**config.mk**
```make
export PLATFORM = sky130hd
export DESIGN_NAME = fwe_rx_flat
export DESIGN_NICKNAME = d
export VERILOG_FILES = /design/src/hdl/fwe_pkg.sv /design/src/hdl/fwe_if.sv /design/src/hdl/fwe_rx.sv /design/src/flat_wrapper.sv
export SDC_FILE = /design/constraint.sdc
export NUM_CORES = 1
export LEC_CHECK = 0
export ABC_AREA = 0
export BUFFER_PORTS_ARGS = -buffer_cell sky130_fd_sc_hd__buf_4
export CORE_UTILIZATION = 45
export CTS_CLUSTER_SIZE = 10
export DETAILED_ROUTE_END_ITERATION = 12
export PLACE_DENSITY = 0.75
export SYNTH_ARGS = -nofsm -noshare
export SYNTH_HDL_FRONTEND = slang
export SYNTH_SLANG_ARGS = --single-unit
```
**constraint.sdc**
```tcl
create_clock -name clk -period 2.75 [get_ports clk]
set_clock_uncertainty 0.2 [all_clocks]
set_input_delay 0.275 -clock clk [delete_from_list [all_inputs] [get_ports clk]]
set_output_delay 0.275 -clock clk [all_outputs]
set_load 0.01 [all_outputs]
```
**src/hdl/fwe_pkg.sv**
```systemverilog
// Package: shared constants and types of the frame event extractor.
package fwe_pkg;

	localparam int DEF_FRAME_BYTES    = 2048;
	localparam int DEF_EAPOL_COPY_MAX = 412;
	localparam int SSID_MAX           = 32;
	localparam int PMKID_BYTES        = 16;
	localparam int KDE_MIN_EAPOL      = 99;
	localparam int DEAUTH_RC_LEN      = 26;

	localparam logic [1:0] EV_EAPOL  = 2'd0;
	localparam logic [1:0] EV_PMKID  = 2'd1;
	localparam logic [1:0] EV_BEACON = 2'd2;
	localparam logic [1:0] EV_DEAUTH = 2'd3;

	localparam logic [1:0] CLS_MGMT = 2'd0;
	localparam logic [1:0] CLS_DATA = 2'd1;

	localparam logic [1:0] FT_MGMT = 2'd0;
	localparam logic [1:0] FT_DATA = 2'd2;
	localparam logic [3:0] ST_BEACON = 4'd8;
	localparam logic [3:0] ST_DEAUTH = 4'd12;

	localparam logic [7:0] LLC_SNAP   = 8'hAA;
	localparam logic [7:0] LLC_UI     = 8'h03;
	localparam logic [7:0] ETH_EAPOL0 = 8'h88;
	localparam logic [7:0] ETH_EAPOL1 = 8'h8E;
	localparam logic [7:0] KDE_TYPE   = 8'hDD;
	localparam logic [7:0] OUI0       = 8'h00;
	localparam logic [7:0] OUI1       = 8'h0F;
	localparam logic [7:0] OUI2       = 8'hAC;
	localparam logic [7:0] PMKID_DT   = 8'h04;

	localparam logic [1:0] CFG_CAPTURE = 2'd0;

	typedef struct packed {
		logic [1:0]  frame_class;
		logic [3:0]  channel;
		logic [7:0]  fc0;
		logic [7:0]  fc1;
		logic [47:0] a4;
		logic [47:0] a10;
		logic [47:0] a16;
		logic [7:0]  b24;
		logic [7:0]  b36;
		logic [7:0]  b37;
	} hdr_info_t;

endpackage

```
**src/hdl/fwe_if.sv**
```systemverilog
// Interfaces: frame byte input channel and event output channel.
interface fwe_in_if;
	logic       valid;
	logic       ready;
	logic [7:0] frame_byte;
	logic [1:0] frame_class;
	logic [3:0] channel;
	logic       last_byte;

	modport source (output valid, frame_byte, frame_class, channel, last_byte, input ready);
	modport sink (input valid, frame_byte, frame_class, channel, last_byte, output ready);
endinterface


```
**src/hdl/fwe_rx.sv**
```systemverilog
// Receive side: byte counting, overflow, store writes and header field capture.
module fwe_rx import fwe_pkg::*; #(
	parameter int FRAME_BYTES = DEF_FRAME_BYTES,
	localparam int AW = $clog2(FRAME_BYTES),
	localparam int LW = $clog2(FRAME_BYTES + 1)
) (
	input  logic          clk,
	input  logic          arst_n,
	fwe_in_if.sink        in_ch,
	input  logic          capture_enable,
	input  logic          busy,
	output logic          wr_en,
	output logic [AW-1:0] wr_addr,
	output logic [7:0]    wr_data,
	output logic          start,
	output logic [LW-1:0] frame_len,
	output logic          frame_ovf,
	output hdr_info_t     info
);
	logic [LW-1:0] cnt_q, cnt_nxt, len_q;
	logic          ovf_q, ovf_nxt, lovf_q, start_q, room, acc;
	logic [1:0]    class_q;
	logic [3:0]    chan_q;
	logic [7:0]    fc0_q, fc1_q, b24_q, b36_q, b37_q;
	logic [47:0]   a4_q, a10_q, a16_q;

	assign in_ch.ready = !busy && !start_q;
	assign acc         = in_ch.valid && in_ch.ready;
	assign room        = cnt_q < LW'(FRAME_BYTES);
	assign cnt_nxt     = room ? cnt_q + 1'b1 : cnt_q;
	assign ovf_nxt     = ovf_q | !room;

	assign wr_en   = acc && capture_enable && room;
	assign wr_addr = cnt_q[AW-1:0];
	assign wr_data = in_ch.frame_byte;

	always_ff @(posedge clk or negedge arst_n) begin
		if (!arst_n) begin
			cnt_q   <= '0;
			ovf_q   <= 1'b0;
			start_q <= 1'b0;
			class_q <= '0;
			chan_q  <= '0;
			len_q   <= '0;
			lovf_q  <= 1'b0;
		end else begin
			start_q <= 1'b0;
			if (acc) begin
				if (!capture_enable) begin
					cnt_q <= '0;
					ovf_q <= 1'b0;
				end else begin
					if (cnt_q == '0 && !ovf_q) begin
						class_q <= in_ch.frame_class;
						chan_q  <= in_ch.channel;
					end
					if (in_ch.last_byte) begin
						cnt_q   <= '0;
						ovf_q   <= 1'b0;
						start_q <= 1'b1;
						len_q   <= cnt_nxt;
						lovf_q  <= ovf_nxt;
					end else begin
						cnt_q <= cnt_nxt;
						ovf_q <= ovf_nxt;
					end
				end
			end
		end
	end

	always_ff @(posedge clk) begin
		if (wr_en) begin
			if (cnt_q == LW'(0))  fc0_q <= in_ch.frame_byte;
			if (cnt_q == LW'(1))  fc1_q <= in_ch.frame_byte;
			if (cnt_q == LW'(24)) b24_q <= in_ch.frame_byte;
			if (cnt_q == LW'(36)) b36_q <= in_ch.frame_byte;
			if (cnt_q == LW'(37)) b37_q <= in_ch.frame_byte;
			for (int k = 0; k < 6; k++) begin
				if (cnt_q == LW'(4 + k))  a4_q[k*8 +: 8]  <= in_ch.frame_byte;
				if (cnt_q == LW'(10 + k)) a10_q[k*8 +: 8] <= in_ch.frame_byte;
				if (cnt_q == LW'(16 + k)) a16_q[k*8 +: 8] <= in_ch.frame_byte;
			end
		end
	end

	assign start     = start_q;
	assign frame_len = len_q;
	assign frame_ovf = lovf_q;

	always_comb begin
		info.frame_class = class_q;
		info.channel     = chan_q;
		info.fc0         = fc0_q;
		info.fc1         = fc1_q;
		info.a4          = a4_q;
		info.a10         = a10_q;
		info.a16         = a16_q;
		info.b24         = b24_q;
		info.b36         = b36_q;
		info.b37         = b37_q;
	end
endmodule

```
**src/flat_wrapper.sv**
```systemverilog
// flat-port wrapper written by rule: the top's interface ports become plain ports
module fwe_rx_flat import fwe_pkg::*;
#(
	parameter int FRAME_BYTES = DEF_FRAME_BYTES,
	localparam int AW = $clog2(FRAME_BYTES),
	localparam int LW = $clog2(FRAME_BYTES + 1)
)
  (clk, arst_n, capture_enable, busy, wr_en, wr_addr, wr_data, start, frame_len, frame_ovf, info, in_ch_valid, in_ch_frame_byte, in_ch_frame_class, in_ch_channel, in_ch_last_byte, in_ch_ready);
  fwe_in_if in_ch_i ();
  input  logic clk;
  input  logic arst_n;
  input  logic capture_enable;
  input  logic busy;
  output logic wr_en;
  output logic [AW-1:0] wr_addr;
  output logic [7:0] wr_data;
  output logic start;
  output logic [LW-1:0] frame_len;
  output logic frame_ovf;
  output hdr_info_t info;
  input wire logic [$bits(in_ch_i.valid)-1:0] in_ch_valid;
  input wire logic [$bits(in_ch_i.frame_byte)-1:0] in_ch_frame_byte;
  input wire logic [$bits(in_ch_i.frame_class)-1:0] in_ch_frame_class;
  input wire logic [$bits(in_ch_i.channel)-1:0] in_ch_channel;
  input wire logic [$bits(in_ch_i.last_byte)-1:0] in_ch_last_byte;
  output wire logic [$bits(in_ch_i.ready)-1:0] in_ch_ready;
  assign in_ch_i.valid = in_ch_valid;
  assign in_ch_i.frame_byte = in_ch_frame_byte;
  assign in_ch_i.frame_class = in_ch_frame_class;
  assign in_ch_i.channel = in_ch_channel;
  assign in_ch_i.last_byte = in_ch_last_byte;
  assign in_ch_ready = in_ch_i.ready;
  fwe_rx #(.FRAME_BYTES(FRAME_BYTES)) u_core (.clk(clk), .arst_n(arst_n), .in_ch(in_ch_i), .capture_enable(capture_enable), .busy(busy), .wr_en(wr_en), .wr_addr(wr_addr), .wr_data(wr_data), .start(start), .frame_len(frame_len), .frame_ovf(frame_ovf), .info(info));
endmodule
```
# After elaboration in Yosys (flattened, before gate mapping)
# Cells that the tools add are included.
# Widths: inputs -> output; s select.
# op_classes
addsub	1
n_lt_le_gt_ge	1
eq_ne	22
mux	8
bitwise	1
reduce_logical	35
# ops
op	count
$eq 12x4->1 const B	8
$eq 12x5->1 const B	7
$eq 12x3->1 const B	4
$reduce_and 2->1	23
$mux 12	3
$eq 12x6->1 const B	2
$add 12x1->12 const B	1
$eq 12x1->1 const B	1
$logic_not 12->1	1
$lt 12x12->1 const B	1
$reduce_and 3->1	2
$logic_and 1x1->1	5
$mux 1	5
$logic_not 1->1	4
$or 1x1->1	1
# totals
reg_bits	217
inputBits	20
out_inout_bits	225
word_cells	98

# Logic depth before layout (Yosys ltp)
# Gate-level depths: netlist of the first run.
# depth
ltp_word	6
depth_mapped	6
depth_no_buf	5

# Least setup slack after synthesis of the first run
# OpenSTA, ideal clock, no wires.
# synth_path
path_type	flip-flop to flip-flop
startpoint	register u_core.start_q, in the netlist u_core.start
endpoint	register u_core.fc0_q[0], enable pin
setup_ps	395
arrival_time_ps	2195
required_ps	2155
path_slack_ps	-40
path_stages_with_launch	5
path_buffers	0
synth_period_minus_slack_ps	2790
cell_sequence	dfrtp_1 nor3b_2 and3_1 nand2_1 nor4_1
# synth_between
elab_chain_len	6
# synth_rtl
element	line	rtl
from (decl)	fwe_rx.sv:21	logic ovf_q, ovf_nxt, lovf_q, start_q, room, acc;
from (signal assigned)	fwe_rx.sv:41	start_q <= 1'b0;
from (signal assigned)	fwe_rx.sv:47	start_q <= 1'b0;
from (signal assigned)	fwe_rx.sv:60	start_q <= 1'b1;
$logic_not 1->1	fwe_rx.sv:27	assign in_ch.ready = !busy && !start_q;
$logic_and 1x1->1	fwe_rx.sv:27	
$logic_and 1x1->1	fwe_rx.sv:28	assign acc = in_ch.valid && in_ch.ready;
$logic_and 1x1->1 (2 in series)	fwe_rx.sv:33	assign wr_en = acc && capture_enable && room;
named net wr_en	flat_wrapper.sv:14	output logic wr_en;
$reduce_and 2->1 (no source line)	n/a	
to (signal assigned)	fwe_rx.sv:74	if (cnt_q == LW'(0)) fc0_q <= in_ch.frame_byte;
to (decl)	fwe_rx.sv:24	logic [7:0] fc0_q, fc1_q, b24_q, b36_q, b37_q;
# The timed path passes the listed nets, and every way through them passes these cells.
# A chain may end at the register's enable or synchronous reset.

# Worst setup path after layout of the first run
# layout_path
startpoint	register u_core.cnt_q[8]
endpoint	register u_core.a16_q[18], enable pin
# layout_between
elab_chain_len	3
word_cells_on_any_way	4
cone_classes	1 x order compare; 1 x eq/ne; 2 x reduce/logical
# layout_rtl
element	line	rtl
from (decl)	fwe_rx.sv:20	logic [LW-1:0] cnt_q, cnt_nxt, len_q;
from (signal assigned)	fwe_rx.sv:64	cnt_q <= cnt_nxt;
$lt 12x12->1	fwe_rx.sv:29	assign room = cnt_q < LW'(FRAME_BYTES);
$logic_and 1x1->1	fwe_rx.sv:33	
$reduce_and 2->1 (no source line) *	n/a	
to (signal, indexed assignment)	fwe_rx.sv:82	if (cnt_q == LW'(16 + k)) a16_q[k*8 +: 8] <= in_ch.frame_byte;
to (decl)	fwe_rx.sv:25	logic [47:0] a4_q, a10_q, a16_q;
# Every way passes the cells marked *; elsewhere a longest branch is shown, timed or not.

==> results.json, run 1 <==
{
  "status": "finished clean",
  "synth_cells": 401,
  "crit_path_end_kind": "flip-flop",
  "crit_chain": "nor4_4 -> nand3b_2 -> or3b_2 -> nor2_1 -> buf_4",
  "final_cells": 911,
  "antenna_found_initial": 0,
  "routedWlPerCell_um": 20.43,
  "slew_viol_final": 0,
  "synth.avg_cell_area_um2": 18.69,
  "htreeDepth": 1,
  "drt_iter0_drc": 319,
  "grt_setup_unrepaired": "no",
  "ios": 245,
  "crit_type": "reg -> reg",
  "post_cts_buffers": 0,
  "via_per_inst": 4.964,
  "ys_seq_elements": 217,
  "route.final.wire_length_um": 18610,
  "path_clk_slew_ps": 50,
  "hpwl_um": 12420,
  "critical_path_depth": 5,
  "grt_max_degree": 34,
  "core_um2": 16060,
  "final_area_um2": 10410,
  "yosysUniqueCellTypes": 42,
  "drc": 0,
  "holdPathStages": 1,
  "netlist_area_um2": 7493,
  "fp.dieH_um": 131.0,
  "hold_ws_ps": 10.93,
  "p_leak_uw": 0.004105,
  "finalHoldViolCount": 0,
  "io_buffers": 244,
  "dp_cells": 857,
  "cts_num_sinks": 217,
  "clockBufferDepth": 3,
  "cp_slowest_cell": "or3b_2",
  "fill_cells": 1136,
  "min_period_ps": 2475,
  "placed_area_um2": 9610,
  "required_ps": 2750,
  "drt_first_pass_iters": 4,
  "syn_nets": 425,
  "root_buffer": "clkbuf_16",
  "tightest_slew_ps": 596.5,
  "layout.nets": 701,
  "finalCritPeriodShare": 0.8998,
  "synthArstFlopShare": 0.1521,
  "yosys_warnings": 0,
  "die_w_um": 131.0,
  "grt_pass1_wl_um": 26510,
  "setup_violations": 0,
  "critPathTopFamily": "simple AND/OR/NAND/NOR gates",
  "multi_input_area_um2": 943.4,
  "slowest_delay_ps": 530,
  "initial_utilization": 0.4667,
  "diodes": 0,
  "most-common-layout-cells": "buf_4 (270), edfxtp_1 (184), dfrtp_1 (33)",
  "timing.fmax_ghz": 0.4041,
  "final_common_cell": "buf_4",
  "area_delta_synth_final_pct": 38.94,
  "start_kind": "flip-flop",
  "die_area_um2": 17170,
  "slew-limit-headroom": 0.6023,
  "groute.usage.overall": 0.2117,
  "via_count": 4522,
  "crit_buf_inv": 1,
  "min_path_type": "in -> reg",
  "ff_latch_area_um2": 6351,
  "rr_worst_depth": 5,
  "seq_area_frac_synth": 0.8476,
  "grt_overflow": 0,
  "fin_tns_setup_ps": 0,
  "grt_pass1_vias": 4543,
  "cts_tree": "yes",
  "detail-route-antenna-nets": 0,
  "arrival_ps": 2470,
  "p_per_area_nw_per_um2": 657.1,
  "yosys_most_used_dff": "edfxtp_1",
  "max_cap_viol_count": 0,
  "synth_edf_count": 184,
  "cts-buffers-inserted": 25,
  "routabilityCongestion": 0.7717,
  "num_rows": 46,
  "worstSkewPairLatency_ps": 490,
  "irDropWorstVdd_mv": 0.3748,
  "drive_above_1_share": 0.4532,
  "critPathMaxFanout": 8
}
==> per-layer routing <==
metal | GRT usage | share of wire | vias to the layer above
met3 | 0.04723 | 0.081 | 28
met2 | 0.3735 | 0.51 | 224
li1 | - | - | 2030
met5 | 0 | 0 | -
met4 | 0.06829 | 0.017 | 0
met1 | 0.2588 | 0.39 | 2240
==> worst register-to-register path, stage by stage (launching register included) <==
cell and delay [ps]:
dfrtp_1 480, nor4_4 390, nand3b_2 220, or3b_2 540, nor2_1 170, buf_4 190
==> cell usage after synthesis, types with 2 or more instances <==
master,instances,share of area
clkbuf_1,9,0.0045
mux2_4,6,0.012
edfxtp_1,184,0.74
nand3b_1,2,0.0020
and3_1,2,0.0017
nand4_1,2,0.0017
nand2b_1,2,0.0017
dfrtp_1,33,0.11
nand4b_1,3,0.0035
xnor2_1,8,0.0094
o21ai_0,23,0.015
xor2_1,2,0.0023
buf_4,19,0.019
nor2_1,26,0.013
nand3_1,4,0.0027
nor4_1,4,0.0033
inv_1,5,0.0025
nand2_1,31,0.016
o31ai_1,3,0.0030
or3b_2,3,0.0035
nor3_1,6,0.0040
ha_1,4,0.0067
==> final cells by class <==
class                      instances  area share
multi-input combinational        149     0.09061
inverter                           5    0.001803
sequential                       217      0.6100
timing repair buffer             279      0.2033
clock buffer                      45     0.06826
tap                              216     0.02596
==> flip-flops by register name, summed over array words and instances, names as in the netlist, 8 cells and up <==
signal            flops
u_core.b37_q          8
u_core.fc1_q          8
u_core.a4_q          48
u_core.a10_q         48
u_core.a16_q         48
u_core.b36_q          8
u_core.fc0_q          8
u_core.frame_len     12
u_core.cnt_q         12
u_core.b24_q          8
==> per-stage QoR <==
step / setup slack [ps] / power, uW / util
after floorplan: 188.8 / 3847 / -
after global placement: 367.2 / 4031 / 0.5985
after detailed placement: 268.5 / 4039 / 0.5985
after CTS: 253.4 / 6898 / 0.6477
after global routing: 138.3 / 7072 / 0.6484
final: 275.4 / 6841 / 0.6484
==> timing repair <==
action / in CTS / in global routing
resized for setup: 0 / 0
endpoints found under the hold margin: 46 / 7
hold buffers: 8 / 1
==> logic make-up after synthesis <==
group / after synthesis / synth area share
buf+inv: 35 / 0.02822
fa+ha+maj: 4 / 0.006679
xor+xnor: 10 / 0.01169
mux: 7 / 0.01336
flops: 217 / 0.8476
compound gates: 32 / 0.02455
simple gates: 96 / 0.06796
==> where the power goes <==
| part | switching (uW) | internal [uW] |
|---|---|---|
| clock | 1140 | 1720 |
| combinational | 166 | 152 |
| sequential | 38.8 | 3620 |
==> worst paths after layout <==
check	from	endpoint	slack (ps)
setup / recovery	u_core.cnt_q[8]	u_core.a16_q[18]	280
hold / removal	in_ch_frame_byte[6]	u_core.a16_q[46]	10
setup reg to reg	u_core.cnt_q[8]	u_core.a16_q[18]	280
hold reg to reg	u_core.frame_len[11]	u_core.frame_len[11]	300
max in group asynchronous	arst_n	u_core.cnt_q[1]	1970
min in group asynchronous	arst_n	u_core.frame_len[7]	70
Note: power is estimated with default switching activity, not from simulation.
==> run 2, diff against run 1 <==
--- a/config.mk
+++ b/config.mk
@@ -11,6 +11,7 @@
 export CTS_CLUSTER_SIZE = 10
 export DETAILED_ROUTE_END_ITERATION = 12
 export PLACE_DENSITY = 0.75
+export SETUP_SLACK_MARGIN = 0.5
 export SYNTH_ARGS = -nofsm -noshare
 export SYNTH_HDL_FRONTEND = slang
 export SYNTH_SLANG_ARGS = --single-unit
==> run 2 against run 1 <==
Non-clock buffer count shrank 5; sequential share of layout area shrank 0.79 points; via count grew 1.3%; critical path type unchanged.
==> results.json, run 2 (same netlist as run 1, synthesis figures left out) <==
{
  "min_period_ps": 2258,
  "power_frac_seq": 0.540,
  "via_per_inst": 5.101,
  "switching_share": 0.1990,
  "antenna_found_initial": 0,
  "reg2reg_slack_ps": 490,
  "status": "finished clean",
  "tightest_slew_ps": 472.0,
  "max_cap_viol_count": 0,
  "hpwl_um": 12640,
  "drt_first_pass_iters": 5,
  "met3_length_um": 1524,
  "area_delta_synth_final_pct": 40.91,
  "via_count": 4581,
  "crit_path_end_kind": "flip-flop",
  "routabilityCongestion": 0.8032,
  "cts_num_sinks": 217,
  "cp_common_cell": "buf_4",
  "slew-limit-headroom": 0.6829,
  "irDropWorstVdd_mv": 0.3689,
  "crit_path_end": "u_core.fc1_q[4]",
  "setup_violations": 0,
  "r2r-start": "u_core.cnt_q[11]",
  "cp_slowest_cell": "dfrtp_1",
  "htreeDepth": 1,
  "start_kind": "flip-flop",
  "num_rows": 46,
  "path_clk_slew_ps": 50,
  "reg2reg_to": "u_core.fc1_q[4]",
  "most-common-layout-cells": "buf_4 (263), edfxtp_1 (184), nand2_1 (29)",
  "diodes": 0,
  "fill_cells": 1088,
  "switching_power_uw": 1349,
  "p_leak_uw": 0.004108,
  "root_buffer": "clkbuf_16",
  "worstSkewPairLatency_ps": 490,
  "io_buffers": 244,
  "rr_worst_depth": 6,
  "p_clk_frac": 0.411,
  "grt_pass1_vias": 4444,
  "finalCritPeriodShare": 0.8211,
  "final_common_cell": "buf_4",
  "critPathLaunch": "u_core.cnt_q[11]",
  "slew_viol_final": 0,
  "grt_pass1_wl_um": 26850,
  "dr_wl_met2_um": 9674,
  "slowest_delay_ps": 410,
  "p_per_area_nw_per_um2": 642.0,
  "fp.dieH_um": 131.0,
  "pre_cts_ws_ps": 170.1,
  "grt_overflow": 0,
  "met1_length_um": 7606,
  "p_int_uw": 5429,
  "die_w_um": 131.0,
  "timing.fmax_ghz": 0.4429,
  "critPathMaxFanout": 12,
  "hold_ws_ps": 9.802,
  "fin_ws_ps": 492.1,
  "fin_tns_setup_ps": 0,
  "comb_power_share": 0.049,
  "highest_layer": "met4",
  "routedWlPerCell_um": 21.16,
  "drc": 0,
  "drive_above_1_share": 0.4941,
  "groute.usage.overall": 0.2149,
  "reg_top3": "u_core.a10_q x48, u_core.a16_q x48, u_core.a4_q x48",
  "initial_utilization": 0.4667,
  "route.final.wire_length_um": 19000,
  "ios": 245,
  "grt_max_degree": 34,
  "final_cells": 898,
  "finish.utilization": 0.6576,
  "grt_setup_unrepaired": "yes",
  "cts_tree": "yes",
  "crit_chain": "buf_4 -> inv_1 -> and3_2 -> nand2_2 -> nor4_4 -> buf_4",
  "finalHoldViolCount": 0,
  "min_path_type": "in -> reg",
  "layout.nets": 696,
  "clockBufferDepth": 3,
  "required_ps": 2740,
  "dp_cells": 840,
  "die_area_um2": 17170,
  "arrival_ps": 2250,
  "crit_type": "reg -> reg",
  "drt_iter0_drc": 254,
  "detail-route-antenna-nets": 0,
  "cts-buffers-inserted": 25,
  "core_um2": 16060
}
run 2: worst min path at each step:
stage                        start                   to  slack [ps]  cells after the start
2_1_floorplan               arst_n     u_core.chan_q[0]        -220                      0
3_3_place_gp                arst_n    u_core.class_q[0]          40                      1
3_5_place_dp                arst_n  u_core.frame_len[6]          50                      1
4_1_cts        in_ch_frame_byte[3]      u_core.a4_q[27]           3                      1
5_1_grt        in_ch_frame_byte[0]      u_core.a4_q[32]           5                      1
6_report       in_ch_frame_byte[2]      u_core.a4_q[34]          10                      1
run 2: power by group through the flow:
stage | combinational, uW | sequential [uW] | clock, uW
after detailed placement | 325 | 3720 | 0
after floorplan | 112 | 3740 | 0
after global placement | 316 | 3720 | 0
after CTS | 338 | 3660 | 2820
final | 334 | 3660 | 2780
after global routing | 356 | 3670 | 2950
run 2: metal layers:
| metal | track usage | up-vias |
|---|---|---|
| met4 | 0.04801 | 0 |
| met2 | 0.3685 | 232 |
| met5 | 0 | - |
| li1 | - | 2015 |
| met3 | 0.04275 | 21 |
| met1 | 0.2845 | 2313 |
run 2: cell type report:
type | count | area [um2] | share of cell area
Clock buffer | 36 | 666.9 | 0.06316
Multi-Input combinational cell | 149 | 1127 | 0.1068
Timing Repair Buffer | 274 | 2115 | 0.2003
Tap cell | 216 | 270.3 | 0.02560
Clock inverter | 1 | 3.754 | 0.0003555
Inverter | 5 | 18.77 | 0.001777
Sequential cell | 217 | 6357 | 0.6021
run 2: timing repair:
item	in CTS	in global routing
buffers inserted	10	3
endpoints found under the hold margin	41	0
endpoints found under the setup margin	142	161
hold buffers	8	0
pin swaps	9	3
gates resized for setup	7	7
run 2: through the flow:
stage	total power, uW	instance area, um2
after detailed placement	4049	9622
after global placement	4038	9622
after CTS	6820	10500
final	6778	10560
after floorplan	3854	7645
after global routing	6975	10560
run 2: critical path, delay by kind of cell, from the launching register on:
family,cells,cell delay (ps)
buffers and inverters,3,510
and+or+nand+nor,3,830
DFF,1,410
