File: config.mk
export PLATFORM = sky130hd
export DESIGN_NAME = fwe_parse_flat
export DESIGN_NICKNAME = d
export VERILOG_FILES = /design/src/hdl/fwe_pkg.sv /design/src/hdl/fwe_if.sv /design/src/hdl/fwe_parse.sv /design/src/flat_wrapper.sv
export SDC_FILE = /design/constraint.sdc
export NUM_CORES = 1
export LEC_CHECK = 0
export BUFFER_PORTS_ARGS = -buffer_cell sky130_fd_sc_hd__buf_2
export CORE_MARGIN = 10
export CORE_UTILIZATION = 30
export DETAILED_ROUTE_END_ITERATION = 8
export PLACE_DENSITY = 0.53
export SYNTH_ARGS = -nofsm -noshare
export SYNTH_HDL_FRONTEND = slang
export SYNTH_SLANG_ARGS = --single-unit
File: constraint.sdc
create_clock -name clk -period 9.4 [get_ports clk]
set_input_delay 0.47 -clock clk [delete_from_list [all_inputs] [get_ports clk]]
set_output_delay 0.47 -clock clk [all_outputs]
set_load 0.01 [all_outputs]
File: src/hdl/fwe_pkg.sv
// Package: shared constants and types of the frame event extractor.
package fwe_pkg;

	localparam int DEF_FRAME_BYTES    = 2048;
	localparam int DEF_EAPOL_COPY_MAX = 412;
	localparam int SSID_MAX           = 32;
	localparam int PMKID_BYTES        = 16;
	localparam int KDE_MIN_EAPOL      = 99;
	localparam int DEAUTH_RC_LEN      = 26;

	localparam logic [1:0] EV_EAPOL  = 2'd0;
	localparam logic [1:0] EV_PMKID  = 2'd1;
	localparam logic [1:0] EV_BEACON = 2'd2;
	localparam logic [1:0] EV_DEAUTH = 2'd3;

	localparam logic [1:0] CLS_MGMT = 2'd0;
	localparam logic [1:0] CLS_DATA = 2'd1;

	localparam logic [1:0] FT_MGMT = 2'd0;
	localparam logic [1:0] FT_DATA = 2'd2;
	localparam logic [3:0] ST_BEACON = 4'd8;
	localparam logic [3:0] ST_DEAUTH = 4'd12;

	localparam logic [7:0] LLC_SNAP   = 8'hAA;
	localparam logic [7:0] LLC_UI     = 8'h03;
	localparam logic [7:0] ETH_EAPOL0 = 8'h88;
	localparam logic [7:0] ETH_EAPOL1 = 8'h8E;
	localparam logic [7:0] KDE_TYPE   = 8'hDD;
	localparam logic [7:0] OUI0       = 8'h00;
	localparam logic [7:0] OUI1       = 8'h0F;
	localparam logic [7:0] OUI2       = 8'hAC;
	localparam logic [7:0] PMKID_DT   = 8'h04;

	localparam logic [1:0] CFG_CAPTURE = 2'd0;

	typedef struct packed {
		logic [1:0]  frame_class;
		logic [3:0]  channel;
		logic [7:0]  fc0;
		logic [7:0]  fc1;
		logic [47:0] a4;
		logic [47:0] a10;
		logic [47:0] a16;
		logic [7:0]  b24;
		logic [7:0]  b36;
		logic [7:0]  b37;
	} hdr_info_t;

endpackage

File: src/hdl/fwe_if.sv


interface fwe_out_if;
	logic        valid;
	logic        ready;
	logic [1:0]  event_kind;
	logic [47:0] bssid;
	logic [47:0] station;
	logic [3:0]  event_channel;
	logic [2:0]  message_number;
	logic [7:0]  reason_code;
	logic [8:0]  payload_length;
	logic [63:0] payload_chunk;
	logic        event_end;
	logic        run_end;

	modport source (output valid, event_kind, bssid, station, event_channel, message_number,
		reason_code, payload_length, payload_chunk, event_end, run_end, input ready);
	modport sink (input valid, event_kind, bssid, station, event_channel, message_number,
		reason_code, payload_length, payload_chunk, event_end, run_end, output ready);
endinterface

File: src/hdl/fwe_parse.sv
// Parse sequencer: classifies the stored frame, searches for the PMKID KDE, emits chunks.
module fwe_parse import fwe_pkg::*; #(
	parameter int FRAME_BYTES    = DEF_FRAME_BYTES,
	parameter int EAPOL_COPY_MAX = DEF_EAPOL_COPY_MAX,
	localparam int AW = $clog2(FRAME_BYTES),
	localparam int LW = $clog2(FRAME_BYTES + 1)
) (
	input  logic          clk,
	input  logic          arst_n,
	input  logic          start,
	input  logic [LW-1:0] frame_len,
	input  logic          frame_ovf,
	input  hdr_info_t     info,
	output logic          busy,
	output logic [AW-1:0] rd_addr,
	input  logic [7:0]    rd_data,
	fwe_out_if.source     out_ch
);
	typedef enum logic [6:0] {
		S_IDLE   = 7'b0000001,
		S_DECIDE = 7'b0000010,
		S_LLC    = 7'b0000100,
		S_KEY    = 7'b0001000,
		S_SRCH   = 7'b0010000,
		S_EMIT   = 7'b0100000,
		S_PUSH   = 7'b1000000
	} state_t;

	state_t        state_q;
	logic          phase_q, llc_ok_q, pmk_q, chk, match, ev_end;
	logic [AW-1:0] addr_q, pk_q;
	logic [LW-1:0] idx_q, e_q, elen_q, hdr;
	logic [2:0]    kb_q, mn;
	logic [7:0]    ki_hi_q;
	logic [7:0]    win_q [5];
	logic [63:0]   chunk_q;
	logic [1:0]    kind_q;
	logic [47:0]   bssid_q, sta_q;
	logic [3:0]    ch_q;
	logic [2:0]    mn_q;
	logic [7:0]    rc_q;
	logic [LW-1:0] plen_q;
	logic [1:0]    ftype;
	logic [3:0]    fsub;
	logic          tods, fromds;
	logic [15:0]   ki;

	logic          ov_q, oe_q, or_q;
	logic [1:0]    ok_q;
	logic [47:0]   ob_q, os_q;
	logic [3:0]    oc_q;
	logic [2:0]    om_q;
	logic [7:0]    orc_q;
	logic [8:0]    ol_q;
	logic [63:0]   ochk_q;

	assign busy    = state_q != S_IDLE;
	assign rd_addr = addr_q;

	assign ftype  = info.fc0[3:2];
	assign fsub   = info.fc0[7:4];
	assign tods   = info.fc1[0];
	assign fromds = info.fc1[1];
	assign hdr    = LW'(24) + (fsub[3] ? LW'(2) : LW'(0)) + (tods && fromds ? LW'(6) : LW'(0));
	assign ki     = {ki_hi_q, rd_data};
	assign ev_end = idx_q == plen_q;

	always_comb begin
		mn = 3'd0;
		if (!ki[8] && ki[7] && !ki[6]) mn = 3'd1;
		else if (ki[8] && !ki[7] && !ki[6] && !ki[9]) mn = 3'd2;
		else if (ki[8] && ki[7] && ki[6]) mn = 3'd3;
		else if (ki[8] && !ki[7] && !ki[6] && ki[9]) mn = 3'd4;
	end

	always_comb begin
		unique case (idx_q[2:0])
			3'd0, 3'd1: chk = rd_data == LLC_SNAP;
			3'd2:       chk = rd_data == LLC_UI;
			3'd6:       chk = rd_data == ETH_EAPOL0;
			3'd7:       chk = rd_data == ETH_EAPOL1;
			default:    chk = 1'b1;
		endcase
	end

	// window holds bytes i..i+5 with the newest byte from the store
	assign match = idx_q >= LW'(5) && win_q[0] == KDE_TYPE &&
		{1'b0, idx_q} + (LW+1)'(win_q[1]) <= {1'b0, elen_q} + (LW+1)'(3) &&
		win_q[1] >= 8'd20 && win_q[2] == OUI0 && win_q[3] == OUI1 &&
		win_q[4] == OUI2 && rd_data == PMKID_DT;

	assign out_ch.valid          = ov_q;
	assign out_ch.event_kind     = ok_q;
	assign out_ch.bssid          = ob_q;
	assign out_ch.station        = os_q;
	assign out_ch.event_channel  = oc_q;
	assign out_ch.message_number = om_q;
	assign out_ch.reason_code    = orc_q;
	assign out_ch.payload_length = ol_q;
	assign out_ch.payload_chunk  = ochk_q;
	assign out_ch.event_end      = oe_q;
	assign out_ch.run_end        = or_q;

	always_ff @(posedge clk or negedge arst_n) begin
		if (!arst_n) begin
			state_q <= S_IDLE;
			phase_q <= 1'b0;
			pmk_q   <= 1'b0;
			ov_q    <= 1'b0;
		end else begin
			if (ov_q && out_ch.ready) ov_q <= 1'b0;
			unique case (state_q)
				S_IDLE: begin
					phase_q <= 1'b0;
					pmk_q   <= 1'b0;
					if (start) state_q <= S_DECIDE;
				end
				S_DECIDE: begin
					state_q <= S_IDLE;
					if (!frame_ovf && info.frame_class <= CLS_DATA && frame_len >= LW'(24)) begin
						if (ftype == FT_MGMT && fsub == ST_BEACON) begin
							if (frame_len > LW'(38) && info.b36 == 8'h00 &&
								info.b37 <= 8'(SSID_MAX) &&
								frame_len - LW'(36) >= LW'(2) + LW'(info.b37)) begin
								state_q <= S_EMIT;
							end
						end else if (ftype == FT_MGMT && fsub == ST_DEAUTH) begin
							state_q <= S_EMIT;
						end else if (ftype == FT_DATA) begin
							if (frame_len >= hdr + LW'(12)) state_q <= S_LLC;
						end
					end
				end
				S_LLC: begin
					phase_q <= !phase_q;
					if (phase_q && idx_q[2:0] == 3'd7) begin
						if (llc_ok_q && chk && elen_q >= LW'(7)) state_q <= S_KEY;
						else state_q <= S_IDLE;
					end
				end
				S_KEY: begin
					phase_q <= !phase_q;
					if (phase_q && idx_q[0]) begin
						if (mn == 3'd0) state_q <= S_IDLE;
						else if (mn == 3'd1 && elen_q >= LW'(KDE_MIN_EAPOL)) state_q <= S_SRCH;
						else state_q <= S_EMIT;
					end
				end
				S_SRCH: begin
					phase_q <= !phase_q;
					if (phase_q) begin
						if (match) pmk_q <= 1'b1;
						if (match || {1'b0, idx_q} + (LW+1)'(18) >= {1'b0, elen_q}) begin
							state_q <= S_EMIT;
						end
					end
				end
				S_EMIT: begin
					if (plen_q == '0) begin
						state_q <= S_PUSH;
					end else begin
						phase_q <= !phase_q;
						if (phase_q && (kb_q == 3'd7 || idx_q + 1'b1 == plen_q)) state_q <= S_PUSH;
					end
				end
				S_PUSH: begin
					phase_q <= 1'b0;
					if (!ov_q || out_ch.ready) begin
						ov_q <= 1'b1;
						if (!ev_end) state_q <= S_EMIT;
						else if (kind_q == EV_EAPOL && pmk_q) begin
							pmk_q   <= 1'b0;
							state_q <= S_EMIT;
						end else state_q <= S_IDLE;
					end
				end
				default: state_q <= S_IDLE;
			endcase
		end
	end

	always_ff @(posedge clk) begin
		unique case (state_q)
			S_IDLE: begin
				idx_q    <= '0;
				kb_q     <= '0;
				chunk_q  <= '0;
				llc_ok_q <= 1'b1;
			end
			S_DECIDE: begin
				ch_q   <= info.channel;
				mn_q   <= 3'd0;
				rc_q   <= 8'd0;
				addr_q <= hdr[AW-1:0];
				e_q    <= hdr + LW'(8);
				elen_q <= frame_len - hdr - LW'(8);
				if (ftype == FT_MGMT && fsub == ST_BEACON) begin
					kind_q  <= EV_BEACON;
					bssid_q <= info.a16;
					sta_q   <= '0;
					plen_q  <= LW'(info.b37);
					addr_q  <= AW'(38);
				end else begin
					kind_q  <= EV_DEAUTH;
					bssid_q <= info.a16;
					sta_q   <= info.a4;
					plen_q  <= '0;
					if (ftype == FT_MGMT && frame_len >= LW'(DEAUTH_RC_LEN)) rc_q <= info.b24;
				end
			end
			S_LLC: begin
				if (phase_q) begin
					llc_ok_q <= llc_ok_q && chk;
					if (idx_q[2:0] == 3'd7) begin
						idx_q  <= '0;
						addr_q <= e_q[AW-1:0] + AW'(5);
					end else begin
						idx_q  <= idx_q + 1'b1;
						addr_q <= addr_q + 1'b1;
					end
				end
			end
			S_KEY: begin
				if (phase_q) begin
					ki_hi_q <= rd_data;
					addr_q  <= addr_q + 1'b1;
					idx_q   <= idx_q + 1'b1;
					if (idx_q[0]) begin
						idx_q  <= '0;
						addr_q <= e_q[AW-1:0];
						kind_q <= EV_EAPOL;
						mn_q   <= mn;
						if (32'(elen_q) > 32'(EAPOL_COPY_MAX)) plen_q <= LW'(EAPOL_COPY_MAX);
						else plen_q <= elen_q;
						if (fromds && !tods) begin
							bssid_q <= info.a10;
							sta_q   <= info.a4;
						end else if (tods && !fromds) begin
							bssid_q <= info.a4;
							sta_q   <= info.a10;
						end else begin
							bssid_q <= info.a16;
							sta_q   <= info.a10;
						end
					end
				end
			end
			S_SRCH: begin
				if (phase_q) begin
					for (int k = 0; k < 4; k++) win_q[k] <= win_q[k+1];
					win_q[4] <= rd_data;
					pk_q     <= e_q[AW-1:0] + idx_q[AW-1:0] + AW'(1);
					idx_q    <= idx_q + 1'b1;
					addr_q   <= addr_q + 1'b1;
					if (match || {1'b0, idx_q} + (LW+1)'(18) >= {1'b0, elen_q}) begin
						idx_q  <= '0;
						addr_q <= e_q[AW-1:0];
					end
					if (!match) pk_q <= pk_q;
				end
			end
			S_EMIT: begin
				if (plen_q != '0 && phase_q) begin
					chunk_q[kb_q*8 +: 8] <= rd_data;
					kb_q   <= kb_q + 1'b1;
					idx_q  <= idx_q + 1'b1;
					addr_q <= addr_q + 1'b1;
				end
			end
			S_PUSH: begin
				if (!ov_q || out_ch.ready) begin
					ok_q    <= kind_q;
					ob_q    <= bssid_q;
					os_q    <= sta_q;
					oc_q    <= ch_q;
					om_q    <= mn_q;
					orc_q   <= rc_q;
					ol_q    <= 9'(plen_q);
					ochk_q  <= chunk_q;
					oe_q    <= ev_end;
					or_q    <= ev_end && !(kind_q == EV_EAPOL && pmk_q);
					chunk_q <= '0;
					kb_q    <= '0;
					if (ev_end && kind_q == EV_EAPOL && pmk_q) begin
						kind_q <= EV_PMKID;
						ch_q   <= 4'd0;
						mn_q   <= 3'd0;
						plen_q <= LW'(PMKID_BYTES);
						idx_q  <= '0;
						addr_q <= pk_q;
					end
				end
			end
			default: ;
		endcase
	end
endmodule

File: src/flat_wrapper.sv
// flat-port wrapper written by rule: the top's interface ports become plain ports
module fwe_parse_flat import fwe_pkg::*;
#(
	parameter int FRAME_BYTES    = DEF_FRAME_BYTES,
	parameter int EAPOL_COPY_MAX = DEF_EAPOL_COPY_MAX,
	localparam int AW = $clog2(FRAME_BYTES),
	localparam int LW = $clog2(FRAME_BYTES + 1)
)
  (clk, arst_n, start, frame_len, frame_ovf, info, busy, rd_addr, rd_data, out_ch_valid, out_ch_event_kind, out_ch_bssid, out_ch_station, out_ch_event_channel, out_ch_message_number, out_ch_reason_code, out_ch_payload_length, out_ch_payload_chunk, out_ch_event_end, out_ch_run_end, out_ch_ready);
  fwe_out_if out_ch_i ();
  input  logic clk;
  input  logic arst_n;
  input  logic start;
  input  logic [LW-1:0] frame_len;
  input  logic frame_ovf;
  input  hdr_info_t info;
  output logic busy;
  output logic [AW-1:0] rd_addr;
  input  logic [7:0] rd_data;
  output wire logic [$bits(out_ch_i.valid)-1:0] out_ch_valid;
  output wire logic [$bits(out_ch_i.event_kind)-1:0] out_ch_event_kind;
  output wire logic [$bits(out_ch_i.bssid)-1:0] out_ch_bssid;
  output wire logic [$bits(out_ch_i.station)-1:0] out_ch_station;
  output wire logic [$bits(out_ch_i.event_channel)-1:0] out_ch_event_channel;
  output wire logic [$bits(out_ch_i.message_number)-1:0] out_ch_message_number;
  output wire logic [$bits(out_ch_i.reason_code)-1:0] out_ch_reason_code;
  output wire logic [$bits(out_ch_i.payload_length)-1:0] out_ch_payload_length;
  output wire logic [$bits(out_ch_i.payload_chunk)-1:0] out_ch_payload_chunk;
  output wire logic [$bits(out_ch_i.event_end)-1:0] out_ch_event_end;
  output wire logic [$bits(out_ch_i.run_end)-1:0] out_ch_run_end;
  input wire logic [$bits(out_ch_i.ready)-1:0] out_ch_ready;
  assign out_ch_valid = out_ch_i.valid;
  assign out_ch_event_kind = out_ch_i.event_kind;
  assign out_ch_bssid = out_ch_i.bssid;
  assign out_ch_station = out_ch_i.station;
  assign out_ch_event_channel = out_ch_i.event_channel;
  assign out_ch_message_number = out_ch_i.message_number;
  assign out_ch_reason_code = out_ch_i.reason_code;
  assign out_ch_payload_length = out_ch_i.payload_length;
  assign out_ch_payload_chunk = out_ch_i.payload_chunk;
  assign out_ch_event_end = out_ch_i.event_end;
  assign out_ch_run_end = out_ch_i.run_end;
  assign out_ch_i.ready = out_ch_ready;
  fwe_parse #(.FRAME_BYTES(FRAME_BYTES), .EAPOL_COPY_MAX(EAPOL_COPY_MAX)) u_core (.clk(clk), .arst_n(arst_n), .start(start), .frame_len(frame_len), .frame_ovf(frame_ovf), .info(info), .busy(busy), .rd_addr(rd_addr), .rd_data(rd_data), .out_ch(out_ch_i));
endmodule
Word-level counts from Yosys, hierarchy flattened

Memory sizes are Yosys's and may differ from the RTL's.
Index checks and enable logic that the tools add are counted.
W data, S select, Z words.

Add/sub/neg operators: 18
$mul: 0
Div/mod/pow operators: 0
Order comparisons: 14
Equality and inequality tests: 43
Shift operators: 2
Multiplexer cells: 102
Bitwise gates (word level): 1
Reduce and logical (&&, ||, !) cells: 85

Operators by type and width:

| operator                  | count |
|---|---|
| $mux W48                  | 8 |
| $pmux W48 S2              | 2 |
| $pmux W64 S3              | 1 |
| $mux W12                  | 14 |
| $mux W64                  | 2 |
| $mux W11                  | 10 |
| $mux W7                   | 14 |
| $pmux W12 S6              | 1 |
| $pmux W11 S6              | 1 |
| $bwmux W64                | 1 |
| $shift A8 B34 Y64 const A | 1 |
| $shiftx A8 B34 Y64        | 1 |
| $pmux W7 S7               | 1 |
| $eq A8 B8 Y1 const B      | 5 |
| $logic_and A1 B1 Y1       | 38 |
| $mux W3                   | 12 |
| $pmux W12 S3              | 1 |
| $neg A6 Y34               | 1 |
| $ne A2 B1 Y1 const B      | 13 |
| $eq A12 B12 Y1            | 2 |
| $ge A12 B12 Y1            | 2 |
| $ge A12 B3 Y1 const B     | 2 |
| $ge A12 B5 Y1 const B     | 2 |
| $add A11 B1 Y11 const B   | 2 |
| 70 further kinds          | 128 |

Register bits: 450
Latch bits: 0
RAM bits: 40
ROM bits: 0
Input bits: 215
Output and inout bits: 201
Word-level logic and storage cells: 296
Memories kept: 1

Memory list:

| name         | depth | width | rd ports | clocked after memory_dff | write ports | RTL line        | text |
|---|---|---|---|---|---|---|---|
| u_core.win_q | 5     | 8     | 5        | 0                        | 5           | fwe_parse.sv:35 | `logic [7:0] win_q [5];` |

Logic depth before layout (Yosys ltp)

Gate-level depths: netlist (run 1).

Depth in word-level cells: 14
Gate-level depth with buffers: 21

Worst setup path before layout (run 1)

Ideal clock, no wire load.

Path type: reg2reg
Start: register u_core.state_q[6]
End: register u_core.bssid_q[0], enable pin
Library setup time: 570 ps
Data arrival time: 5,942 ps
Data required time: 8,830 ps
Slack: 2,888 ps
Cell stages (with the launch flop): 7
Path buffers: 2
Period minus slack after synthesis: 6,512 ps
Path through: dfrtp_1 > or3_1 > buf_2 > nor3_2 > nand2_1 > clkbuf_1 > o21bai_1

Longest elaborated chain between the ends: 3
Elaborated cells on any way between the ends: 6
Those cells by class: eq/ne: 4; reduce/logical: 2

Ends and longest elaborated chain:

| what                                                                       | RTL line         | text |
|---|---|---|
| start: declaration                                                         | fwe_parse.sv:29  | `state_t state_q;` |
| start signal: assignment                                                   | fwe_parse.sv:106 | `state_q <= S_IDLE;` |
| start signal: assignment                                                   | fwe_parse.sv:116 | `if (start) state_q <= S_DECIDE;` |
| start signal: assignment                                                   | fwe_parse.sv:119 | `state_q <= S_IDLE;` |
| $eq A7 B4 Y1 / $eq A7 B2 Y1 (equally long branches)                        | fwe_parse.sv:183 | `unique case (state_q)` |
| $ne A2 B1 Y1 (no source line) / $reduce_bool A2 Y1 (equally long branches) | -                |  |
| $reduce_and A3 Y1 (no source line) (*)                                     | -                |  |
| end signal: assignment                                                     | fwe_parse.sv:199 | `bssid_q <= info.a16;` |
| end signal: assignment                                                     | fwe_parse.sv:205 | `bssid_q <= info.a16;` |
| end signal: assignment                                                     | fwe_parse.sv:236 | `bssid_q <= info.a10;` |
| end: declaration                                                           | fwe_parse.sv:38  | `logic [47:0] bssid_q, sta_q;` |

Every way passes the cells marked *; elsewhere a longest branch is shown, timed or not.
A chain may end at the register's enable or synchronous reset.

Final worst setup path (run 1)

Start: register u_core.idx_q[1]
End: register u_core.addr_q[1], in the netlist u_core.rd_addr[1], data pin

Longest elaborated chain between the ends: 12
Elaborated cells on any way between the ends: 19
Those cells by class: add/sub: 2; order compare: 3; eq/ne: 1; mux: 5; reduce/logical: 8

Ends and longest elaborated chain:

| what                                                         | RTL line                         | text |
|---|---|---|
| start: declaration                                           | fwe_parse.sv:32                  | `logic [LW-1:0] idx_q, e_q, elen_q, hdr;` |
| start signal: assignment                                     | fwe_parse.sv:218                 | `idx_q <= idx_q + 1'b1;` |
| start signal: assignment                                     | fwe_parse.sv:227                 | `idx_q <= idx_q + 1'b1;` |
| start signal: assignment                                     | fwe_parse.sv:253                 | `idx_q <= idx_q + 1'b1;` |
| $add A12 B8 Y13 / $ge A12 B3 Y1 (equally long branches)      | fwe_parse.sv:88, fwe_parse.sv:87 |  |
| $le A13 B13 Y1 / $logic_and A1 B1 Y1 (equally long branches) | fwe_parse.sv:88, fwe_parse.sv:87 |  |
| $logic_and A1 B1 Y1                                          | fwe_parse.sv:87                  | `assign match = idx_q >= LW'(5) && win_q[0] == KDE_TYPE &&` |
| $logic_and A1 B1 Y1                                          | fwe_parse.sv:88                  | `{1'b0, idx_q} + (LW+1)'(win_q[1]) <= {1'b0, elen_q} + (LW+1)'(3) &&` |
| $logic_and A1 B1 Y1 (3 in a row)                             | fwe_parse.sv:89                  | `win_q[1] >= 8'd20 && win_q[2] == OUI0 && win_q[3] == OUI1 &&` |
| $logic_and A1 B1 Y1                                          | fwe_parse.sv:90                  | `win_q[4] == OUI2 && rd_data == PMKID_DT;` |
| $logic_or A1 B1 Y1                                           | fwe_parse.sv:255                 | `if (match \|\| {1'b0, idx_q} + (LW+1)'(18) >= {1'b0, elen_q}) begin` |
| $mux W11                                                     | fwe_parse.sv:255                 |  |
| $mux W11                                                     | fwe_parse.sv:249                 | `if (phase_q) begin` |
| $pmux W11 S6 (*)                                             | fwe_parse.sv:183                 |  |
| end signal: assignment                                       | fwe_parse.sv:194                 | `addr_q <= hdr[AW-1:0];` |
| end signal: assignment                                       | fwe_parse.sv:254                 | `addr_q <= addr_q + 1'b1;` |
| end signal: assignment                                       | fwe_parse.sv:257                 | `addr_q <= e_q[AW-1:0];` |
| end: declaration                                             | fwe_parse.sv:31                  | `logic [AW-1:0] addr_q, pk_q;` |

Every way passes the cells marked *; elsewhere a longest branch is shown, timed or not. The select of a mux whose other input is x is not followed.

==> impl_results.md, run 1 <==
- Status: finished clean
- Maximum root-to-sink buffer count: 3
- Die area: ~85000 um2
- Vias: 15200
- Gr usage total: between 10% and 20%
- Pre-antenna DRT Iters: 5
- Synth cell types: 88
- Share of layout cells above drive strength 1: approximately 26%
- WS Path Type: register to register
- Syn Inst Count: between 1500 and 2000
- Clk_skew: approximately 32 ps
- Placed Instances: approximately 3000
- Synth Warn #: 0
- TritonCTS clock tree: built
- Buffers and inverters on the worst path: 0
- Core Area: between 70000 and 80000 um2
- Vias per cell: a little under 5
- CP max-delay cell: a21boi_1
- Synthesized area per cell: ~13 um2
- Critical path, cell by cell: ha_1, a21o_1, a21oi_1, nor2b_1, o21a_1, o41ai_1, a2bb2oi_1, nor2_1, xor2_1, ha_1, nand4_1, a311oi_1, o41ai_4, a21oi_2, a21boi_1, nand2b_1, a32oi_1
- CTS buffer count: 54
- WP data required: 9750 ps
- DRC violations left: 0
- Design area: 26900 um2
- Met2 Use GR: about 25%
- RSZ-0062 raised after global routing: no
- CP endpoint kind: register
- Number of global-route vias before repair: between 15000 and 20000
- Worst vdd ir: about 160 uV
- First-pass GRT wire length: roughly 99 mm
- Top Usage Layer GRT: met2
- Fin Setup TNS: 0 ps
- Total power draw: around 6.6 mW
- DP Area: ~25000 um2
- Register share of total power: 46.8%
- Worst skew pair latency: 620 ps
- Top cell type's share of synthesized area: approximately 64%
- Final min period: approximately 5300 ps
- R2r startpoint: u_core.idx_q[1]$_SDFFCE_PN0P_
- Post-CTS Resized: 0
- Crit path arrival time: between 5000 and 6000 ps
- HP Class: input port to register
- # hold bufs at CTS: 1
- Seq cells post-synth: ~480
- GR Util met1: 19.6%
- Least-Margin Pin Slew: between 1000 and 1500 ps
- CP max stage delay: approximately 850 ps
- Cell repeated most along the worst path: ha_1
- Max Fclk: about 0.19 GHz
- Sw Pwr: 2.02 mW
- DR iter-0 viols: around 940
- Largest net degree at the start of global routing: 80
- Setup WS pre-CTS: 4010 ps
- PnR worst setup slack: around 4100 ps
- Ranking of synthesized cells by area: edfxtp_1, ha_1, nor2_1
- Die height: 291 um
- Fin crit share: 56.6%
- Sequential fraction of the synthesis area: around 66%
- Int Power: approximately 4.5 mW
- Hold Worst Slack: between 90 and 100 ps
- Final non-filler cell total: just over 3000
- Slew Viols, Final: 0
- Routed WL: between 60 and 70 mm
- CTS clk-pin slew, worst paths: roughly 70 ps
- # clock sinks: between 400 and 500
- Relative slew slack: 13.9%
- Gpl congestion: approximately 0.9
- Core Util, Final: approximately 37%
- Root buf cell: clkbuf_16
- Leak Pwr: roughly 10 nW
- I/O pin count: ~420
- Crit path from: u_core.idx_q[1]$_SDFFCE_PN0P_
- Worst-path maximum fanout: 11
- Power per cell area: about 240 nW/um2
- Post-CTS Setup Repair Bufs: 0
- Switching share of total power: 30.8%
- Max H-tree Level: 2
- Area Growth Syn to Fin: 22.1%
- # nets final: around 2400
- Initial antenna violation count: 4
- Gate power share: between 20% and 30%
- Number of placement rows: 99
- Post-synth EDFFs: roughly 470
- Ys flop type: edfxtp_1
- Min-Delay Startpoint: frame_len[0]
- Die Wd: a little under 300 um
- Met3 Use GR: under 10%
- Max-Cap Viols: 0
- DP HPWL: between 40 and 50 mm
- Largest area contributor in the netlist: edfxtp_1
- Antenna Nets Post-Route: 0
- Ys async rst share: under 10%
- Fin. Hold Viols: 0
- Buffers on Ports: just over 400
- Worst setup SP type: register
- Critical path's top delay family: compound AO/OA/AOI/OAI gates
- Endpoints failing setup: 0
- Starting Density: around 30%
- Power share of the clock group: 32.8%
- Overflow after GRT: 0
- Synthesized area: between 20000 and 25000 um2
- Routed WL per cell: ~21 um
[area by class of cell]
type                    count  area, um2
fillers                  7189      46000
flip-flops and latches    482      14400
multi-input cells        1074       7040
repair buffers            422       2150
clock buffers              62       1400
well taps                 959       1200
clock inverters            37        394
inverters                  62        233
diodes                      5       12.5
[state kept, by name, indices dropped and copies added, names as in the netlist, 3 cells and up]
register	cells
u_core.bssid_q	48
u_core.ch_q	4
u_core.chunk_q	64
u_core.e_q	3
u_core.elen_q	12
u_core.idx_q	12
u_core.kb_q	3
u_core.mn_q	3
u_core.out_ch.bssid	48
u_core.out_ch.event_channel	4
u_core.out_ch.message_number	3
u_core.out_ch.payload_chunk	64
u_core.out_ch.payload_length	9
u_core.out_ch.reason_code	8
u_core.out_ch.station	48
u_core.pk_q	11
u_core.plen_q	12
u_core.rc_q	8
u_core.rd_addr	11
u_core.sta_q	48
u_core.state_q	7
u_core.win_q	40
[worst register-to-register path, delay by kind of cell (launching register included)]
| kind | cells | cell delay (ps) |
|---|---|---|
| AO/OA/AOI/OAI | 10 | 3020 |
| adder cells (fa/ha/maj) | 2 | 720 |
| flip-flops | 1 | 620 |
| AND/OR/NAND/NOR | 4 | 570 |
| XOR/XNOR | 1 | 150 |
[cells in the mapped netlist (all sizes together) (5+ instances only)]
master	n
buf	44
a21o	17
mux2i	34
edfxtp	472
or3	9
nor4	19
nand4	15
nor3b	5
o21bai	5
ha	81
o211ai	5
nand2b	11
a41oi	5
or2	5
nor2	215
or4	6
nand3	40
inv	62
nor2b	22
o21ai	37
a31oi	14
and2	25
a21oi	79
and3	9
nor3	21
a22o	50
xor2	35
clkbuf	26
dfrtp	9
o22ai	50
nand2	143
xnor2	56
[per-layer routing]
layer,up-vias,share of wire [%]
met5,-,0
met4,0,2.6
met3,94,6.2
met2,522,48
met1,7447,44
li1,7110,-
[power by group through the flow]
stage          registers, mW  clock network [mW]  logic (mW)
2_1_floorplan           2.99                   0       0.999
3_3_place_gp            3.10                   0        1.31
3_5_place_dp            3.11                   0        1.34
4_1_cts                 3.07                2.21        1.35
5_1_grt                 3.11                2.29        1.50
6_report                3.07                2.15        1.34
[logic make-up after synthesis]
kind of cell,Yosys count,share of synthesized area (%)
compound gates,304,9.48
xor+xnor,91,3.62
fa+ha+maj,84,4.88
buf+inv,132,2.74
flops,482,65.6
mux,35,1.62
other cells,1,0.0170
simple gates,557,12.1
[cell usage in the layout (no fill, tap or decap), types with 11 or more instances in the layout]
cell type and n:
clkbuf_16 55, nand4_1 13, buf_4 15, nand2b_1 11, nand3_1 39, o21ai_0 26, a31oi_1 14, nor2_1 210
a22o_1 50, edfxtp_1 472, inv_1 62, o22ai_1 50, xor2_1 35, buf_2 406, mux2i_1 34, ha_1 81
a21oi_1 77, nor4_1 17, nor2b_1 22, and2_1 25, xnor2_1 56, nor3_1 19, a21o_1 17, nand2_1 137
[worst paths after layout]
check / to / slack [ps] / cells after the start
setup reg to reg: u_core.rd_addr[1]$_DFFE_PP_ / 4080 / 17
max in group asynchronous: u_core.state_q[0]$_DFFE_PN1P_ / 8760 / 2
hold reg to reg: u_core.out_ch.message_number[2]$_DFFE_PP_ / 400 / 0
min in group asynchronous: u_core.state_q[3]$_DFFE_PN0P_ / 370 / 2
hold / removal: u_core.elen_q[0]$_DFFE_PN_ / 100 / 1
setup / recovery: u_core.rd_addr[1]$_DFFE_PP_ / 4080 / 17
Note: power is estimated with default switching activity, not from simulation.
==> run 2, diff against run 1 <==
--- a/config.mk
+++ b/config.mk
@@ -5,6 +5,7 @@
 export SDC_FILE = /design/constraint.sdc
 export NUM_CORES = 1
 export LEC_CHECK = 0
+export ABC_AREA = 1
 export BUFFER_PORTS_ARGS = -buffer_cell sky130_fd_sc_hd__buf_2
 export CORE_MARGIN = 10
 export CORE_UTILIZATION = 30
==> constraint.sdc (replaced) <==
create_clock -name clk -period 5.1 [get_ports clk]
set_input_delay 0.255 -clock clk [delete_from_list [all_inputs] [get_ports clk]]
set_output_delay 0.255 -clock clk [all_outputs]
set_load 0.01 [all_outputs]
==> run 2 against run 1 <==
Area after synthesis grew 5.2%. Die area increased by 4.8%. Total power grew 110%. Final cell count up 18%. Non-clock buffer count grew 80. Sequential share of layout area is 3.8 points lower. Clock skew shrank 3.3 ps. Largest cell class unchanged. Highest routed layer unchanged.
==> impl_results.md, run 2 <==
- I/O pin count: 416 (unchanged)
- Setup WS pre-CTS: 742 ps (was 4010 ps)
- Root buf cell: clkbuf_16 (unchanged)
- Worst path depth: 22 (was 17)
- Gpl congestion: 0.952 (was 0.887)
- Ys flop type: edfxtp_1 (unchanged)
- CTS clk-pin slew, worst paths: 60 ps (was 70 ps)
- Syn Inst Count: 2099 (was 1686)
- Placed Instances: 3507 (was 2998)
- First-pass GRT wire length: 111 mm (was 99.1 mm)
- Post-CTS Setup Repair Bufs: 0 (unchanged)
- Largest net degree at the start of global routing: 97 (was 80)
- Synth Warn #: 0 (unchanged)
- Initial antenna violation count: 0 (was 4)
- Ys async rst share: 2.07% (unchanged)
- Sequential fraction of the synthesis area: 62.3% (was 65.6%)
- Max Fclk: 0.228 GHz (was 0.188 GHz)
- Compound-Gate Fraction of Synth Area: 8.10% (was 9.48%)
- Final min period: 4390 ps (was 5320 ps)
- Buffers on Ports: 406 (unchanged)
- DR iter-0 viols: 1221 (was 944)
- Synth cell types: 62 (was 88)
- Leading cell type in the layout, fill and taps excluded: edfxtp_1 (unchanged)
- R2r startpoint: u_core.idx_q[1]$_SDFFCE_PN0P_ (unchanged)
- Power per cell area: 475 nW/um2 (was 244 nW/um2)
- CP max stage delay: 530 ps (was 850 ps)
- Synthesized area: 23100 um2 (was 22000 um2)
- Seq cells post-synth: 482 (unchanged)
- Endpoints failing setup: 0 (unchanged)
- Setup slack, reg-to-reg: 710 ps (was 4080 ps)
- Worst Setup EP: u_core.idx_q[8]$_SDFFCE_PN0P_ (was u_core.rd_addr[1]$_DFFE_PP_)
- Worst vdd ir: 321 uV (was 159 uV)
- Antenna Nets Post-Route: 0 (unchanged)
- Cell repeated most along the worst path: nand2_1 (was ha_1)
- Critical path, cell by cell: inv_1, fa_1, o21ai_1, a21oi_1, o21bai_1, a21oi_1, o21ai_1, nand2_1, xor2_1, ha_1, nand3_1, nor2_1, nand2_1, nand2_1, nand2_1, a21oi_4, nand3_2, nand2_2, inv_2, nand2_4, inv_2, nor2_1 (was ha_1, a21o_1, a21oi_1, nor2b_1, o21a_1, o41ai_1, a2bb2oi_1, nor2_1, xor2_1, ha_1, nand4_1, a311oi_1, o41ai_4, a21oi_2, a21boi_1, nand2b_1, a32oi_1)
- Pre-antenna DRT Iters: 5 (unchanged)
- Relative slew slack: 20.9% (was 13.9%)
- # nets final: 2898 (was 2395)
- WS Path Type: register to register (unchanged)
- Die height: 298 um (was 291 um)
- Diode count: 0 (was 5)
- Xor-xnor portion of the synthesized cell area: 3.21% (was 3.62%)
- Count leader, synth: edfxtp_1 (unchanged)
- Largest family of logic cells by synthesized area: simple AND/OR/NAND/NOR gates (unchanged)
- Final non-filler cell total: 3670 (was 3103)
- Crit path from: u_core.idx_q[1]$_SDFFCE_PN0P_ (unchanged)
- Area Growth Syn to Fin: 24.8% (was 22.1%)
- Overflow after GRT: 0 (unchanged)
- Routed WL per cell: 20.0 um (was 21.4 um)
- Worst setup SP type: register (unchanged)
- Critical path's top delay family: simple AND/OR/NAND/NOR gates (was compound AO/OA/AOI/OAI gates)
- Worst skew pair latency: 610 ps (was 620 ps)
- TritonCTS clock tree: built (unchanged)
- CP endpoint kind: register (unchanged)
- HP Class: input port to register (unchanged)
- Synthesized area per cell: 11.0 um2 (was 13.0 um2)
- Worst-path maximum fanout: 8 (was 11)
- Most frequent cells in the layout: edfxtp_1, buf_2, nand2_1 (was edfxtp_1, buf_2, nor2_1)
- FILL cells: 7480 (was 7189)
- DP HPWL: 55.4 mm (was 47.7 mm)
- Core Area: 76200 um2 (was 72800 um2)
- Vias per cell: 4.74 (was 4.89)
- CTS buffer count: 51 (was 54)
- Maximum root-to-sink buffer count: 3 (unchanged)
- Max-Cap Viols: 0 (unchanged)
- Share of layout cells above drive strength 1: 22.5% (was 25.7%)
- Area share of and/or/nand/nor cells after synthesis: 15.1% (was 12.1%)
- Number of global-route vias before repair: 17900 (was 15600)
- Number of placement rows: 101 (was 99)
- Max H-tree Level: 2 (unchanged)
- Slew Viols, Final: 0 (unchanged)
- Vias: 17400 (was 15200)
- Least-Margin Pin Slew: 1180 ps (was 1290 ps)
- RSZ-0062 raised after global routing: no (unchanged)
- Crit path arrival time: 4850 ps (was 5680 ps)
- Number of cells on the worst reg-to-reg path: 22 (was 17)
- Leak Pwr: 11.8 nW (was 10.1 nW)
- WP data required: 5560 ps (was 9750 ps)
- Gr usage total: 15.9% (was 15.1%)
- Top cell type's share of synthesized area: 61.2% (was 64.4%)
- Buffers and inverters on the worst path: 3 (was 0)
- # clock sinks: 482 (unchanged)
- Routed WL: 73.5 mm (was 66.4 mm)
- PnR worst setup slack: 709 ps (was 4080 ps)
- Synth top cells by count: edfxtp_1, nand2_1, inv_1, nor2_1, nand3_1 (was edfxtp_1, nor2_1, nand2_1, ha_1, a21oi_1)
- Fin. Hold Viols: 0 (unchanged)
- Starting Density: 30.4% (was 30.2%)
- Fin Setup TNS: 0 ps (unchanged)
- Adder and majority cell fraction of the synthesized area: 4.64% (was 4.88%)
- DRC violations left: 0 (unchanged)
- Die Wd: 298 um (was 291 um)
- Status: finished clean (unchanged)
- Worst reg2reg path endpoint: u_core.idx_q[8]$_SDFFCE_PN0P_ (was u_core.rd_addr[1]$_DFFE_PP_)
- CP max-delay cell: edfxtp_1 (was a21boi_1)
- Die area: 88700 um2 (was 84600 um2)
- Largest area contributor in the netlist: edfxtp_1 (unchanged)
- Ranking of synthesized cells by area: edfxtp_1, nand2_1, inv_1 (was edfxtp_1, ha_1, nor2_1)
- Clk_skew: 29.1 ps (was 32.4 ps)
- Mux share of post-synthesis cell area: 0% (was 1.62%)
- Post-synth EDFFs: 472 (unchanged)
- Fin crit share: 86.1% (was 56.6%)
run 2: what timing repair did:
action                                 4_1_cts  5_1_grt
hold buffers                                69        0
endpoints found under the hold margin       78        0
resized for setup                            0        0
run 2: cell families (layout without fill, tap and decap cells):
logic type      count (synthesis)  after routing
simple gates                  779            779
flops                         482            482
buf+inv                       383            922
compound gates                286            286
fa+ha+maj                      84             84
xor+xnor                       84             84
other cells                     1              3
run 2: cell type report:
cell class	count	area (um2)	area share (%)
Clock inverter	33	414	1.43
Clock buffer	61	1310	4.55
Tap cell	1030	1290	4.46
Sequential cell	482	14400	49.9
Multi-Input combinational cell	1236	7250	25.1
Timing Repair Buffer	502	2980	10.3
Inverter	326	1230	4.24
run 2: through the flow:
stage	instance area (um2)	hold slack, ps	utilization (%)	total power [mW]
after floorplan	23200	-40.6	-	8.50
after global placement	26500	167	34.7	9.80
after detailed placement	26500	165	34.7	9.89
after CTS	28900	0.786	37.9	13.9
after global routing	28900	12.6	37.9	14.5
final	28900	30.2	37.9	13.7
run 2: how the worst min path moves through the flow:
stage              start                            end  cells past startpoint
3_3_place_gp      arst_n  u_core.out_ch.valid$_DFF_PN0_                      1
5_1_grt        info[106]     u_core.sta_q[34]$_DFFE_PP_                      3
2_1_floorplan     arst_n  u_core.out_ch.valid$_DFF_PN0_                      0
4_1_cts        info[106]     u_core.sta_q[34]$_DFFE_PP_                      3
3_5_place_dp      arst_n  u_core.out_ch.valid$_DFF_PN0_                      1
6_report       info[160]     u_core.sta_q[40]$_DFFE_PP_                      3
run 2: report_power, final:
group | switching, mW | total, mW | internal, mW | leakage, nW
Sequential | 0.503 | 6.04 | 5.53 | 4.50
Clock | 1.61 | 3.87 | 2.26 | 0.833
Combinational | 2.58 | 3.80 | 1.22 | 6.44
Total | 4.70 | 13.7 | 9.01 | 11.8
run 2: metal layers:
layer	share of wire, %	global-route usage, %
met1	41	19.2
met2	50	28.5
met3	6.3	3.07
met4	2.5	4.52
met5	0	0
run 2: worst reg2reg max path: cells and delay by family, from the launching register on:
kind            cells  cell delay, ps
simple gates       10            1150
compound gates      6            1150
fa+ha+maj           2             820
flops               1             530
buf+inv             3             430
xor+xnor            1             160
